===== config.mk =====
export PLATFORM = sky130hd
export DESIGN_NAME = multi_tap_hold_key_detector
export DESIGN_NICKNAME = d
export VERILOG_FILES = /design/src/hdl/mthk_pkg.sv /design/src/hdl/mthk_cell.sv /design/src/hdl/mthk_slot_logic.sv /design/src/hdl/multi_tap_hold_key_detector.sv
export SDC_FILE = /design/constraint.sdc
export NUM_CORES = 1
export LEC_CHECK = 0
export CAP_MARGIN = 25
export CELL_PAD_IN_SITES_DETAIL_PLACEMENT = 0
export CELL_PAD_IN_SITES_GLOBAL_PLACEMENT = 1
export CORE_MARGIN = 4
export CORE_UTILIZATION = 48
export DETAILED_ROUTE_END_ITERATION = 7
export DONT_BUFFER_PORTS = 1
export GPL_ROUTABILITY_DRIVEN = 0
export HOLD_SLACK_MARGIN = 0.15
export PLACE_DENSITY_LB_ADDON = 0.1
export RECOVER_POWER = 100
export SYNTH_ARGS = -nofsm -noshare
export SYNTH_HDL_FRONTEND = slang
export SYNTH_SLANG_ARGS = --single-unit

===== constraint.sdc =====
create_clock -name clk -period 5.45 [get_ports clk]
set_input_delay 1.09 -clock clk [delete_from_list [all_inputs] [get_ports clk]]
set_output_delay 1.09 -clock clk [all_outputs]
set_load 0.02 [all_outputs]

===== src/hdl/mthk_pkg.sv =====
// ----------------------------------------------------------------------------
// mthk_pkg: shared types and constants
// slot state record, action codes and register indexes used by the
// multi-tap / hold key detector and its cells
// ----------------------------------------------------------------------------
package mthk_pkg;

    localparam int NUM_SLOTS = 8;
    localparam int TIME_BITS = 16;
    localparam int CODE_W    = 16;
    localparam int IDX_W     = 3;
    localparam int STEP_W    = 4;
    localparam int CFG_IDX_W = 3;
    localparam int CFG_W     = 64;
    localparam int TAPS_MAX  = 3;

    typedef enum logic [1:0] {
        ACT_TAP    = 2'd0,
        ACT_DOUBLE = 2'd1,
        ACT_TRIPLE = 2'd2,
        ACT_HOLD   = 2'd3
    } action_t;

    typedef enum logic [CFG_IDX_W-1:0] {
        REG_CODES_LOW  = 3'd0,
        REG_CODES_HIGH = 3'd1,
        REG_ACTIONS    = 3'd2,
        REG_SLOTS      = 3'd3,
        REG_TERM       = 3'd4
    } reg_idx_t;

    typedef struct packed {
        logic                 active;
        logic                 pressed;
        logic                 hold_done;
        logic [1:0]           taps;
        logic [TIME_BITS-1:0] stamp;
    } slot_state_t;

    typedef struct packed {
        logic    fire;
        action_t code;
    } slot_action_t;

    typedef struct packed {
        logic                 is_tick;
        logic [CODE_W-1:0]    key_code;
        logic                 key_down;
        logic [TIME_BITS-1:0] time_now;
    } item_t;

endpackage


===== src/hdl/mthk_cell.sv =====
// ----------------------------------------------------------------------------
// mthk_cell: one slot's state in the ring
// holds a slot record and takes its neighbor's record on each walk step
// ----------------------------------------------------------------------------
module mthk_cell (
    input  logic                 clk,
    input  logic                 rst_n,
    input  logic                 shift_en,
    input  mthk_pkg::slot_state_t st_in,
    output mthk_pkg::slot_state_t st_out
);

    mthk_pkg::slot_state_t st_reg;

    always_ff @(posedge clk or negedge rst_n)
    begin
        if (!rst_n)
        begin
            st_reg <= '0;
        end
        else if (shift_en)
        begin
            st_reg <= st_in;
        end
    end

    assign st_out = st_reg;

endmodule


===== src/hdl/mthk_slot_logic.sv =====
// ----------------------------------------------------------------------------
// mthk_slot_logic: slot update at the head of the ring
// applies a key event or a scan tick to the record leaving the head cell
// ----------------------------------------------------------------------------
module mthk_slot_logic (
    input  mthk_pkg::slot_state_t          st_in,
    input  mthk_pkg::item_t                item,
    input  logic                           in_range,
    input  logic                           matched,
    input  logic [mthk_pkg::CODE_W-1:0]    slot_code,
    input  logic [3:0]                     slot_mask,
    input  logic [mthk_pkg::TIME_BITS-1:0] term,
    output mthk_pkg::slot_state_t          st_out,
    output mthk_pkg::slot_action_t         act,
    output logic                           hit
);

    logic [mthk_pkg::TIME_BITS-1:0] elapsed;
    logic                           expired;
    logic [1:0]                     taps_inc;
    logic                           fin;
    mthk_pkg::action_t              fin_code;

    assign elapsed = item.time_now - st_in.stamp;
    assign expired = elapsed > term;
    assign hit     = !item.is_tick && in_range && !matched && (slot_code == item.key_code);
    assign taps_inc = (st_in.taps < 2'(mthk_pkg::TAPS_MAX)) ? st_in.taps + 2'd1 : st_in.taps;

    always_comb
    begin
        st_out   = st_in;
        act.fire = 1'b0;
        act.code = mthk_pkg::ACT_TAP;
        fin      = 1'b0;
        fin_code = mthk_pkg::ACT_TRIPLE;

        if (hit)
        begin
            if (item.key_down)
            begin
                if (!st_in.active)
                begin
                    st_out.active = 1'b1;
                    st_out.taps   = 2'd0;
                end
                st_out.pressed   = 1'b1;
                st_out.hold_done = 1'b0;
                st_out.stamp     = item.time_now;
            end
            else if (st_in.hold_done)
            begin
                st_out.active  = 1'b0;
                st_out.pressed = 1'b0;
            end
            else
            begin
                st_out.taps    = taps_inc;
                st_out.pressed = 1'b0;
                st_out.stamp   = item.time_now;
                // finalize at once when no more taps can change the action
                fin = (!slot_mask[mthk_pkg::ACT_DOUBLE] && !slot_mask[mthk_pkg::ACT_TRIPLE])
                   || (!slot_mask[mthk_pkg::ACT_TRIPLE] && taps_inc == 2'd2)
                   || (taps_inc == 2'(mthk_pkg::TAPS_MAX));
            end
        end
        else if (item.is_tick && in_range && st_in.active)
        begin
            if (st_in.pressed && !st_in.hold_done && expired)
            begin
                act.fire         = slot_mask[mthk_pkg::ACT_HOLD];
                act.code         = mthk_pkg::ACT_HOLD;
                st_out.hold_done = 1'b1;
            end
            if (!st_in.pressed && !st_in.hold_done && expired)
            begin
                fin = 1'b1;
            end
            if (st_in.hold_done && !st_in.pressed)
            begin
                st_out.active = 1'b0;
            end
        end

        if (fin)
        begin
            case (st_out.taps)
                2'd1:    fin_code = mthk_pkg::ACT_TAP;
                2'd2:    fin_code = mthk_pkg::ACT_DOUBLE;
                default: fin_code = mthk_pkg::ACT_TRIPLE;
            endcase
            act.fire      = slot_mask[fin_code];
            act.code      = fin_code;
            st_out.active = 1'b0;
        end
    end

endmodule


===== src/hdl/multi_tap_hold_key_detector.sv =====
// ----------------------------------------------------------------------------
// multi_tap_hold_key_detector: tap / double / triple / hold key detector
// slot records circulate through a ring of cells; each walk step updates the
// record at the head and can produce one action item
// ----------------------------------------------------------------------------
// requests: a new item is taken only in idle, so each walk over the ring of
//   slot cells and the flush state end before the next accept; the walk can
//   hold while the result register is stalled
// reset: asynchronous, clears all slot state, codes, masks and slot count,
//   tapping term returns to 200
module multi_tap_hold_key_detector (
    input  logic                              clk,
    input  logic                              rst_n,
    input  logic                              cfg_valid,
    output logic                              cfg_ready,
    input  logic [mthk_pkg::CFG_IDX_W-1:0]    cfg_index,
    input  logic [mthk_pkg::CFG_W-1:0]        cfg_data,
    input  logic                              req_valid,
    output logic                              req_ready,
    input  logic                              req_type,
    input  logic [mthk_pkg::CODE_W-1:0]       key_code,
    input  logic                              key_down,
    input  logic [mthk_pkg::TIME_BITS-1:0]    time_now,
    output logic                              rsp_valid,
    input  logic                              rsp_ready,
    output logic                              pass_through,
    output logic                              action_valid,
    output logic [mthk_pkg::IDX_W-1:0]        slot_index,
    output logic [1:0]                        action_code,
    output logic                              last
);

    typedef enum logic [1:0] {
        S_IDLE,
        S_WALK,
        S_FLUSH
    } state_t;

    state_t state_reg;

    logic [mthk_pkg::CFG_W-1:0]     codes_low_reg;
    logic [mthk_pkg::CFG_W-1:0]     codes_high_reg;
    logic [31:0]                    actions_reg;
    logic [3:0]                     slots_reg;
    logic [mthk_pkg::TIME_BITS-1:0] term_reg;

    mthk_pkg::item_t                item_reg;
    logic [mthk_pkg::STEP_W-1:0]    step_reg;
    logic                           matched_reg;
    logic                           pend_vld_reg;
    logic [mthk_pkg::IDX_W-1:0]     pend_idx_reg;
    mthk_pkg::action_t              pend_code_reg;

    logic                           rsp_valid_reg;
    logic                           pass_reg;
    logic                           act_valid_reg;
    logic [mthk_pkg::IDX_W-1:0]     idx_reg;
    mthk_pkg::action_t              code_reg;
    logic                           last_reg;

    mthk_pkg::slot_state_t          ring [mthk_pkg::NUM_SLOTS];
    mthk_pkg::slot_state_t          head_next;
    mthk_pkg::slot_action_t         head_act;
    logic                           head_hit;
    logic                           shift_en;

    logic [3:0]                     count;
    logic                           in_range;
    logic [mthk_pkg::IDX_W-1:0]     cur_idx;
    logic [2*mthk_pkg::CFG_W-1:0]   all_codes;
    logic [mthk_pkg::CODE_W-1:0]    cur_code;
    logic [3:0]                     cur_mask;
    logic                           can_push;
    logic                           walk_ok;
    logic                           flush_need;
    logic                           push_rsp;

    assign cfg_ready = 1'b1;
    assign req_ready = (state_reg == S_IDLE);

    assign count     = (slots_reg > 4'(mthk_pkg::NUM_SLOTS)) ? 4'(mthk_pkg::NUM_SLOTS) : slots_reg;
    assign cur_idx   = step_reg[mthk_pkg::IDX_W-1:0];
    assign in_range  = step_reg < count;
    assign all_codes = {codes_high_reg, codes_low_reg};
    assign cur_code  = all_codes[cur_idx*mthk_pkg::CODE_W +: mthk_pkg::CODE_W];
    assign cur_mask  = actions_reg[cur_idx*4 +: 4];

    assign can_push   = !rsp_valid_reg || rsp_ready;
    // a second action item can only move on once the result register frees up
    assign walk_ok    = !(head_act.fire && pend_vld_reg) || can_push;
    assign shift_en   = (state_reg == S_WALK) && walk_ok;
    assign flush_need = pend_vld_reg || (!item_reg.is_tick && !matched_reg);
    assign push_rsp   = ((state_reg == S_WALK) && walk_ok && head_act.fire && pend_vld_reg)
                     || ((state_reg == S_FLUSH) && flush_need && can_push);

    // ring of slot cells, head record feeds the update logic, result re-enters at the tail
    genvar g;
    generate
        for (g = 0; g < mthk_pkg::NUM_SLOTS; g++)
        begin : g_cell
            if (g == mthk_pkg::NUM_SLOTS - 1)
            begin : g_tail
                mthk_cell u_cell (
                    .clk      (clk),
                    .rst_n    (rst_n),
                    .shift_en (shift_en),
                    .st_in    (head_next),
                    .st_out   (ring[g])
                );
            end
            else
            begin : g_body
                mthk_cell u_cell (
                    .clk      (clk),
                    .rst_n    (rst_n),
                    .shift_en (shift_en),
                    .st_in    (ring[g+1]),
                    .st_out   (ring[g])
                );
            end
        end
    endgenerate

    mthk_slot_logic u_slot_logic (
        .st_in     (ring[0]),
        .item      (item_reg),
        .in_range  (in_range),
        .matched   (matched_reg),
        .slot_code (cur_code),
        .slot_mask (cur_mask),
        .term      (term_reg),
        .st_out    (head_next),
        .act       (head_act),
        .hit       (head_hit)
    );

    always_ff @(posedge clk or negedge rst_n)
    begin
        if (!rst_n)
        begin
            codes_low_reg  <= '0;
            codes_high_reg <= '0;
            actions_reg    <= '0;
            slots_reg      <= '0;
            term_reg       <= mthk_pkg::TIME_BITS'(200);
        end
        else if (cfg_valid && cfg_ready)
        begin
            case (cfg_index)
                mthk_pkg::REG_CODES_LOW:  codes_low_reg  <= cfg_data;
                mthk_pkg::REG_CODES_HIGH: codes_high_reg <= cfg_data;
                mthk_pkg::REG_ACTIONS:    actions_reg    <= cfg_data[31:0];
                mthk_pkg::REG_SLOTS:      slots_reg      <= cfg_data[3:0];
                mthk_pkg::REG_TERM:       term_reg       <= cfg_data[mthk_pkg::TIME_BITS-1:0];
                default:                  ;
            endcase
        end
    end

    always_ff @(posedge clk or negedge rst_n)
    begin
        if (!rst_n)
        begin
            state_reg     <= S_IDLE;
            item_reg      <= '0;
            step_reg      <= '0;
            matched_reg   <= 1'b0;
            pend_vld_reg  <= 1'b0;
            pend_idx_reg  <= '0;
            pend_code_reg <= mthk_pkg::ACT_TAP;
            rsp_valid_reg <= 1'b0;
            pass_reg      <= 1'b0;
            act_valid_reg <= 1'b0;
            idx_reg       <= '0;
            code_reg      <= mthk_pkg::ACT_TAP;
            last_reg      <= 1'b0;
        end
        else
        begin
            if (push_rsp)
            begin
                rsp_valid_reg <= 1'b1;
            end
            else if (rsp_valid_reg && rsp_ready)
            begin
                rsp_valid_reg <= 1'b0;
            end

            case (state_reg)
                S_IDLE:
                begin
                    if (req_valid)
                    begin
                        item_reg.is_tick  <= req_type;
                        item_reg.key_code <= key_code;
                        item_reg.key_down <= key_down;
                        item_reg.time_now <= time_now;
                        step_reg          <= '0;
                        matched_reg       <= 1'b0;
                        pend_vld_reg      <= 1'b0;
                        state_reg         <= S_WALK;
                    end
                end

                S_WALK:
                begin
                    if (walk_ok)
                    begin
                        if (head_hit)
                        begin
                            matched_reg <= 1'b1;
                        end
                        if (head_act.fire)
                        begin
                            if (pend_vld_reg)
                            begin
                                pass_reg      <= 1'b0;
                                act_valid_reg <= 1'b1;
                                idx_reg       <= pend_idx_reg;
                                code_reg      <= pend_code_reg;
                                last_reg      <= 1'b0;
                            end
                            pend_vld_reg  <= 1'b1;
                            pend_idx_reg  <= cur_idx;
                            pend_code_reg <= head_act.code;
                        end
                        if (step_reg == mthk_pkg::STEP_W'(mthk_pkg::NUM_SLOTS - 1))
                        begin
                            state_reg <= S_FLUSH;
                        end
                        step_reg <= step_reg + 1'b1;
                    end
                end

                S_FLUSH:
                begin
                    if (!flush_need)
                    begin
                        state_reg <= S_IDLE;
                    end
                    else if (can_push)
                    begin
                        // unmatched key event leaves no pending action, only the pass item
                        pass_reg      <= !pend_vld_reg;
                        act_valid_reg <= pend_vld_reg;
                        idx_reg       <= pend_vld_reg ? pend_idx_reg : '0;
                        code_reg      <= pend_vld_reg ? pend_code_reg : mthk_pkg::ACT_TAP;
                        last_reg      <= 1'b1;
                        pend_vld_reg  <= 1'b0;
                        state_reg     <= S_IDLE;
                    end
                end

                default:
                begin
                    state_reg <= S_IDLE;
                end
            endcase
        end
    end

    assign rsp_valid    = rsp_valid_reg;
    assign pass_through = pass_reg;
    assign action_valid = act_valid_reg;
    assign slot_index   = idx_reg;
    assign action_code  = code_reg;
    assign last         = last_reg;

`ifndef ASSERT_OFF
    a_busy_after_accept: assert property (@(posedge clk) disable iff (!rst_n)
        (req_valid && req_ready) |=> !req_ready)
        else $error("item accepted while a walk was starting");

    a_no_pending_idle: assert property (@(posedge clk) disable iff (!rst_n)
        (state_reg == S_IDLE) |-> !pend_vld_reg)
        else $error("pending action left over in idle");

    a_step_bound: assert property (@(posedge clk) disable iff (!rst_n)
        (state_reg == S_WALK) |-> (step_reg < mthk_pkg::STEP_W'(mthk_pkg::NUM_SLOTS)))
        else $error("walk step past last slot");

    a_push_not_lost: assert property (@(posedge clk) disable iff (!rst_n)
        (state_reg == S_WALK && head_act.fire && pend_vld_reg && !can_push) |=>
        (pend_vld_reg && $stable(step_reg)))
        else $error("walk moved while an action item was blocked");
`endif

endmodule

-- Yosys cells after proc, flatten, opt, wreduce, memory -nomap -nowiden
Cells that the tools add are included.
- shift operators: 2
- muxes and demuxes: 79
- equal/unequal tests: 21
- $add $sub $neg: 3
- reductions and logical operators: 53
- order comparisons: 5
- operators by type and width (operator ; count):
    $shiftx 128x8->16 ; 1
    $mux 18 ; 3
    $mux 1 ; 37
    $shiftx 32x6->4 ; 1
    $mux 2 ; 15
    $mux 3 ; 10
    $logic_and 1x1->1 ; 20
    $eq 16x16->1 ; 1
    $gt 16x16->1 ; 1
    $sub 16x16->16 ; 1
    $ne 2x2->1 const B ; 7
    $mux 4 ; 3
    $reduce_and 2->1 ; 6
    $reduce_and 6->1 ; 2
    $logic_not 1->1 ; 9
    $eq 2x2->1 const B ; 4
    $pmux 1 s2 ; 4
    $pmux 2 s2 ; 2
    $pmux 4 s2 ; 1
    $reduce_and 4->1 ; 2
    $eq 3x2->1 const B ; 2
    $logic_or 1x1->1 ; 6
    $pmux 2 s3 ; 1
    $pmux 3 s2 ; 1
    19 further kinds ; 23
- word-level logic and storage cells: 224
- bits in registers: 404
- output and inout bits: 11

-- Depth between registers and ports, before layout
Gate-level depths: netlist (run 1).
- word-level depth: 21
- gate-level depth with buffers: 25
- mapped depth without buffers: 22

-- Hierarchy
A second synthesis (run 1) with hierarchy kept.
- cell total of the unflattened synthesis: 1233
- area total of the unflattened synthesis: 19162.1 um2
- modules (own cells, without submodules) (module ; area an instance (um2) ; times used ; seq. area each (um2) ; cells each):
    multi_tap_hold_key_detector ; 10432.5 ; 1 ; 5909.4 ; 638
    mthk_cell ; 859.6 ; 8 ; 525.5 ; 44
    mthk_slot_logic ; 1853.0 ; 1 ; 0.0 ; 243

-- Worst setup path before layout (run 1)
No wires, ideal clock.
- kind: reg2reg
- start: register step_reg[0] (netlist name)
- end: register g_cell[0].g_body.u_cell.st_reg, in the netlist g_cell[0].g_body.u_cell.st_out[13]
- cell stages (with the launch flop): 23
- required time: 5.325 ns
- buffers on the path: 6
- data arrival time: 4.980 ns
- slack: 0.345 ns
- cells stage by stage: dfrtp_1 -> buf_6 -> buf_12 -> mux2i_1 -> mux4_2 -> xnor2_1 -> a2111oi_1 -> nand4_1 -> or2_1 -> buf_2 -> nor2_1 -> mux2i_1 -> or2_2 -> ha_1 -> mux4_2 -> inv_1 -> nand3_1 -> nor4_1 -> or3_1 -> buf_2 -> buf_4 -> buf_2 -> mux2_2
- longest elaborated chain between the ends: 15
- elaborated cells between the ends (all ways): 34
- RTL lines (element ; RTL line ; source):
    start, declared ; multi_tap_hold_key_detector.sv:48 ; logic [mthk_pkg::STEP_W-1:0] step_reg;
    start signal, assigned ; multi_tap_hold_key_detector.sv:231 ; step_reg <= step_reg + 1'b1;
    parallel branches: the longest is 10 deep, another holds $shiftx 128x8->16 ; - ;
    $mux 3 (*) ; mthk_slot_logic.sv:84 ; if (fin)
    $logic_and 1x1->1 (*) ; multi_tap_hold_key_detector.sv:90 ; assign walk_ok = !(head_act.fire && pend_vld_reg) || can_push;
    $logic_not 1->1 (*) ; multi_tap_hold_key_detector.sv:90 ;
    $logic_or 1x1->1 (*) ; multi_tap_hold_key_detector.sv:90 ;
    $logic_and 1x1->1 (*) ; multi_tap_hold_key_detector.sv:91 ; assign shift_en = (state_reg == S_WALK) && walk_ok;
    end signal, assigned ; mthk_cell.sv:23 ; st_reg <= st_in;
    end, declared ; mthk_cell.sv:13 ; mthk_pkg::slot_state_t st_reg;
Every way passes the cells marked *. The select of a mux whose other input is x is not followed.
A chain may end at the register's enable or synchronous reset.

==> metrics, run 1 <==
status=finished, violations left; failing checks=capacitance limit, slew limit; async set-or-reset flop fraction in the synthesized netlist=1.00; Total Wirelength=39,600 microns; initial antenna violation count=1; clock share of power=0.243; Final setup viols=0; Yosys warnings=0; DIE AREA=41,000 sq um; pwr dens=586 nW/um^2; core area=37,000 sq um; largest net degree at the start of global routing=405; Synth Cell Area=18,100 sq um; Place WS=-0.0679 ns; Slew @ Worst Pin=3.91 ns; number of synthesized flops with an enable pin=0; hold_buf cts=0; MaxCap Viol Count=5; Tcrit/Tclk final=0.969; slowest stage cell, crit path=mux4_2; post-synth net total=1,502; final worst setup slack=0.168 ns; Pint=8340 uW; headroom to the max-slew limit=-1.60; Min-Delay Path Class=in -> async; Clock transition at path regs=0.06 ns; P&R area growth vs syn=15.8%; Area after DPL=18,700 sq um; nets@finish=1,572; clk root buf=clkbuf_16; Wirelength per Cell=20.2 microns; global-route wire length before repair=61,400 microns; Gate power share=0.392; post-DP HPWL=24,900 microns; most frequent cells in the layout=dfrtp_1 (398), mux2_2 (318), nand2_1 (157); post-synthesis sequential area ratio=0.558; drt via density=5.39; crit-path leading delay family=simple AND/OR/NAND/NOR gates; Slowest Stage Delay on Critical Path=0.45 ns; commonest non-fill, non-tap cell in the layout=dfrtp_1; vias=10.6k; worst hold margin=0.259 ns; NetSw=3970 uW; GRT Total Usage=0.187; share of layout cells above drive strength 1=0.367; endpoints failing hold=0; Buf/Inv on CP=7; Non-Filler Instances=1,961; # diodes=0; # DRC=0; worst path arrival time=5.72 ns; num rows=70; Filler cells=3,066; CP Cell Sequence=buf_12, clkbuf_16, buf_4, ha_1, a21oi_1, o21ai_0, a21oi_1, and3_1, nand4_1, or2_1, or3b_1, a22oi_2, ha_4, mux4_2, inv_4, nand3_4, nor4_4, or3_4, buf_4, buf_12, clkbuf_16, mux2_2; Seq cells post-synth=404; Switching Fraction=0.323; Initial Util=0.491; CP max FO=7; placed cells=1,826; Sink Count=404; Crit Path Class=reg -> reg; number of global-route vias before repair=11.0k; Mean Syn Cell Area=13.3 sq um; Num CTS Buffers=45; design area=21,000 sq um; endpoint type of the worst setup path=flop; leakage=0.00954 uW; CTS Buffer Depth=3; Tmin final=5.28 ns; htree depth=2; Synth Instances=1,359; Skew-Pair Late Insertion Delay=0.57 ns; Most used DFF post-synth=dfrtp_1; CP Launch Type=flop; DRT Pass-1 Iters=4; ANT nets after route=0; VDD IR max=0.000267 V; Critical Path RT=5.89 ns; die width=202 microns; CTS tree=done; IO buf count=0; die height=202 microns; count of pins over their slew limit=201; gr ovfl total=0; FMAX=189 MHz; Reg power frac=0.365; 1st-iter DRT viols=476; Max Clock Skew=0.0202 ns; I/O pins=117; Yosys cell types=66; Largest register FFs=147
what timing repair did:
item                       4_1_cts  5_1_grt
setup buffers                    2       45
resized for setup                5       44
cloned                           1       13
setup endpoints to repair      145      185
pin swaps                        1       14
worst register-to-register path: stages, from the launching register on:
cell	delay, ns
dfrtp_2	0.41
buf_12	0.15
clkbuf_16	0.17
buf_4	0.14
ha_1	0.18
a21oi_1	0.13
o21ai_0	0.10
a21oi_1	0.33
and3_1	0.25
nand4_1	0.14
or2_1	0.30
or3b_1	0.37
a22oi_2	0.23
ha_4	0.24
mux4_2	0.45
inv_4	0.09
nand3_4	0.10
nor4_4	0.37
or3_4	0.20
buf_4	0.14
buf_12	0.14
clkbuf_16	0.17
mux2_2	0.34
worst paths after layout:
path,from,end,slack (ns),cells after the start
worst max-delay path,step_reg[1],g_cell[5].g_body.u_cell.st_out[1],0.17,22
worst max register to register,step_reg[1],g_cell[5].g_body.u_cell.st_out[1],0.17,22
max in group asynchronous,rst_n,step_reg[2],4.26,0
worst min register to register,g_cell[7].g_tail.u_cell.st_out[3],g_cell[7].g_tail.u_cell.st_out[3],0.48,2
min in group clk,g_cell[7].g_tail.u_cell.st_out[3],g_cell[7].g_tail.u_cell.st_out[3],0.48,2
worst min-delay path,rst_n,g_cell[3].g_body.u_cell.st_out[7],0.26,0
final cells by class:
class / count / area (sq um) / area share
clock buffer: 62 / 1270 / 0.0604
tap: 504 / 631 / 0.0300
sequential: 404 / 10100 / 0.482
clock inverter: 13 / 176 / 0.00840
multi-input combinational: 837 / 7600 / 0.362
inverter: 54 / 205 / 0.00976
timing repair buffer: 87 / 1010 / 0.0482
stage by stage:
stage	total power [uW]	TNS [ns]	util
after floorplan	7610	0	-
after global placement	8590	-1.62	0.507
after detailed placement	8670	-4.10	0.507
after CTS	11800	0	0.547
after global routing	13100	-0.141	0.569
final	12300	0	0.569
power by group through the flow:
stage | sequential (uW) | combinational [uW] | clock, uW
floorplan | 4300 | 3300 | 0
global placement | 4540 | 4040 | 0
detailed placement | 4570 | 4100 | 0
CTS | 4520 | 4160 | 3090
global route | 4610 | 5320 | 3210
finish | 4490 | 4830 | 2990
cell usage after synthesis (all sizes together) (4+ instances only):
library cell,count,area share
mux2i,55,0.030
nor2b,8,0.0028
a22oi,7,0.0029
nor2,23,0.0048
o21ai,55,0.015
clkbuf,28,0.0058
nand2,158,0.033
nand2b,6,0.0021
xnor2,21,0.010
a21oi,19,0.0061
ha,36,0.025
inv,54,0.011
or3,4,0.0014
o211ai,4,0.0017
buf,37,0.014
mux2,320,0.20
nand4,5,0.0017
dfrtp,401,0.55
a21o,7,0.0029
o31ai,4,0.0024
nor3b,4,0.0017
nand3,12,0.0033
mux4,33,0.042
nor3,5,0.0014
per-layer routing:
layer	up-vias	wire (microns)	track usage
met5	-	13	0
met3	63	2130	0.0497
li1	4931	-	-
met1	5424	17500	0.250
met2	157	19100	0.305
met4	2	881	0.0558
cells by family after synthesis:
family	after synthesis	synth area share
AOI/OAI and AO/OA	124	0.0446
buffers and inverters	119	0.0308
and+or+nand+nor	242	0.0586
muxes	408	0.271
DFF	404	0.558
adders and majority gates	37	0.0259
other	1	0.000207
xor gates and xnor gates	24	0.0116
Note: power is estimated with default switching activity, not from simulation.
==> run 2, diff against run 1 <==
--- a/config.mk
+++ b/config.mk
@@ -9,7 +9,7 @@
 export CELL_PAD_IN_SITES_DETAIL_PLACEMENT = 0
 export CELL_PAD_IN_SITES_GLOBAL_PLACEMENT = 1
 export CORE_MARGIN = 4
-export CORE_UTILIZATION = 48
+export CORE_UTILIZATION = 41
 export DETAILED_ROUTE_END_ITERATION = 7
 export DONT_BUFFER_PORTS = 1
 export GPL_ROUTABILITY_DRIVEN = 0
==> metrics, run 2 (synthesis gave the netlist of run 1 again) <==
R2R cell count=19 (was 22); Total Wirelength=40,600 microns (was 39,600 microns); Final setup viols=0 (unchanged); GRT Total Usage=0.173 (was 0.187); die width=218 microns (was 202 microns); endpoint type of the worst setup path=flop (unchanged); fin util=0.478 (was 0.569); I/O pins=117 (unchanged); global routing's busiest layer=met2 (unchanged); endpoints failing hold=0 (unchanged); worst hold margin=0.240 ns (was 0.259 ns); Critical Path RT=5.89 ns (about the same); Max Clock Skew=0.0222 ns (was 0.0202 ns); Slowest Stage Delay on Critical Path=0.49 ns (was 0.45 ns); Place WS=-0.104 ns (was -0.0679 ns); initial antenna violation count=0 (was 1); CP max FO=13 (was 7); Clock transition at path regs=0.06 ns (about the same); clk root buf=clkbuf_16 (unchanged); global-route wire length before repair=64,600 microns (was 61,400 microns); ANT nets after route=0 (unchanged); PnR Total Power=12,000 uW (was 12,300 uW); Wirelength per Cell=20.2 microns (about the same); P&R area growth vs syn=14.2% (was 15.8%); status=finished, violations left (unchanged); Tmin final=5.25 ns (was 5.28 ns); leakage=0.00933 uW (was 0.00954 uW); die height=218 microns (was 202 microns); gr ovfl total=0 (unchanged); FF/Latch Area=10,100 sq um (unchanged); Largest register FFs=147 (unchanged); # diodes=0 (unchanged); met3 Use GR=0.0444 (was 0.0497); flop2flop setup slack=0.20 ns (was 0.17 ns); 1st-iter DRT viols=532 (was 476); GR Util met1=0.234 (was 0.250); CP most frequent cell=buf_4; share of layout cells above drive strength 1=0.350 (was 0.367); pwr dens=580 nW/um^2 (was 586 nW/um^2); CTS tree=done (unchanged); Skew-Pair Late Insertion Delay=0.57 ns (about the same); nets@finish=1,540 (was 1,572); most frequent cells in the layout=dfrtp_1 (398), mux2_2 (318), nand2_1 (158) (was dfrtp_1 (398), mux2_2 (318), nand2_1 (157)); Min-Delay Path Class=in -> async (unchanged); IO buf count=0 (unchanged); CP Cell Sequence=buf_4, bufbuf_16, mux2i_1, a22oi_1, a21oi_1, o22a_1, nand4_1, or2_4, or3b_1, a22oi_2, ha_4, mux4_2, inv_2, nand3_2, nor4_4, or3_4, buf_12, buf_4, mux2_2 (was buf_12, clkbuf_16, buf_4, ha_1, a21oi_1, o21ai_0, a21oi_1, and3_1, nand4_1, or2_1, or3b_1, a22oi_2, ha_4, mux4_2, inv_4, nand3_4, nor4_4, or3_4, buf_4, buf_12, clkbuf_16, mux2_2); num rows=76 (was 70); post-DP HPWL=26,400 microns (was 24,900 microns); vias=10.4k (was 10.6k); FMAX=190 MHz (was 189 MHz); DIE AREA=47,700 sq um (was 41,000 sq um); GR Layer Usage met2=0.274 (was 0.305); VDD IR max=0.000288 V (was 0.000267 V); Filler cells=3,948 (was 3,066); count of pins over their slew limit=309 (was 201); Slew @ Worst Pin=4.01 ns (was 3.91 ns); Num CTS Buffers=45 (unchanged); largest net degree at the start of global routing=405 (unchanged); failing checks=capacitance limit, slew limit (unchanged); headroom to the max-slew limit=-1.67 (was -1.60); commonest non-fill, non-tap cell in the layout=dfrtp_1 (unchanged); CP Launch Type=flop (unchanged); MaxCap Viol Count=4 (was 5); # DRC=0 (unchanged); slowest stage cell, crit path=mux4_2 (unchanged); Sink Count=404 (unchanged); final worst setup slack=0.199 ns (was 0.168 ns); htree depth=2 (unchanged); core area=43,400 sq um (was 37,000 sq um); Initial Util=0.418 (was 0.491); Crit Path Class=reg -> reg (unchanged); DRT Pass-1 Iters=4 (unchanged); CTS Buffer Depth=3 (unchanged); number of global-route vias before repair=11.1k (was 11.0k); multi-input logic area=7590 sq um (was 7600 sq um); worst path arrival time=5.69 ns (was 5.72 ns); Tcrit/Tclk final=0.964 (was 0.969); drt via density=5.17 (was 5.39)
-- run 2: timing repair --
action                     CTS  global route
hold buffers                 0             0
gates resized for setup     12            20
setup endpoints to repair  145           187
cloned                       2             1
setup buffers               11             3
pin swaps                    5            10
-- run 2: layout make-up --
class                           count  share of cell area
Clock buffer                       69              0.0656
Multi-Input combinational cell    836               0.367
Inverter                           54             0.00979
Tap cell                          585              0.0353
Timing Repair Buffer               56              0.0306
Sequential cell                   404               0.489
Clock inverter                      8             0.00344
-- run 2: final timing paths --
kind / to / startpoint
max: g_cell[3].g_body.u_cell.st_out[0] / step_reg[1]
min: g_cell[2].g_body.u_cell.st_out[20] / rst_n
max reg2reg: g_cell[3].g_body.u_cell.st_out[0] / step_reg[1]
min reg2reg: g_cell[7].g_tail.u_cell.st_out[8] / g_cell[7].g_tail.u_cell.st_out[8]
max in group asynchronous: step_reg[0] / rst_n
min in group clk: g_cell[7].g_tail.u_cell.st_out[8] / g_cell[7].g_tail.u_cell.st_out[8]
-- run 2: stage by stage --
stage / area (sq um) / std cells / TNS (ns)
after floorplan: 18100 / 1359 / 0
after global placement: 18900 / 1917 / -24.34
after detailed placement: 18900 / 1918 / -11.34
after CTS: 20600 / 2008 / -0.0148
after global routing: 20700 / 2012 / -3.58
final: 20700 / 2012 / 0
-- run 2: power by group --
group | internal [uW] | switching, uW
clock network | 1750 | 1210
registers | 3890 | 592
logic | 2400 | 2170
-- run 2: critical path: cells and delay by family, from the launching register on --
family | cells | cell delay [ns]
AND/OR/NAND/NOR | 6 | 1.54
multiplexers | 3 | 1.15
buffers and inverters | 5 | 0.87
AO/OA/AOI/OAI | 4 | 0.86
flip-flops | 1 | 0.46
adder cells (fa/ha/maj) | 1 | 0.19
-- run 2: per-layer routing --
layer | vias to the layer above | wire length, microns
li1 | 4889 | -
met5 | - | 0
met2 | 152 | 19000
met4 | 0 | 1020
met1 | 5310 | 18500
met3 | 59 | 2070
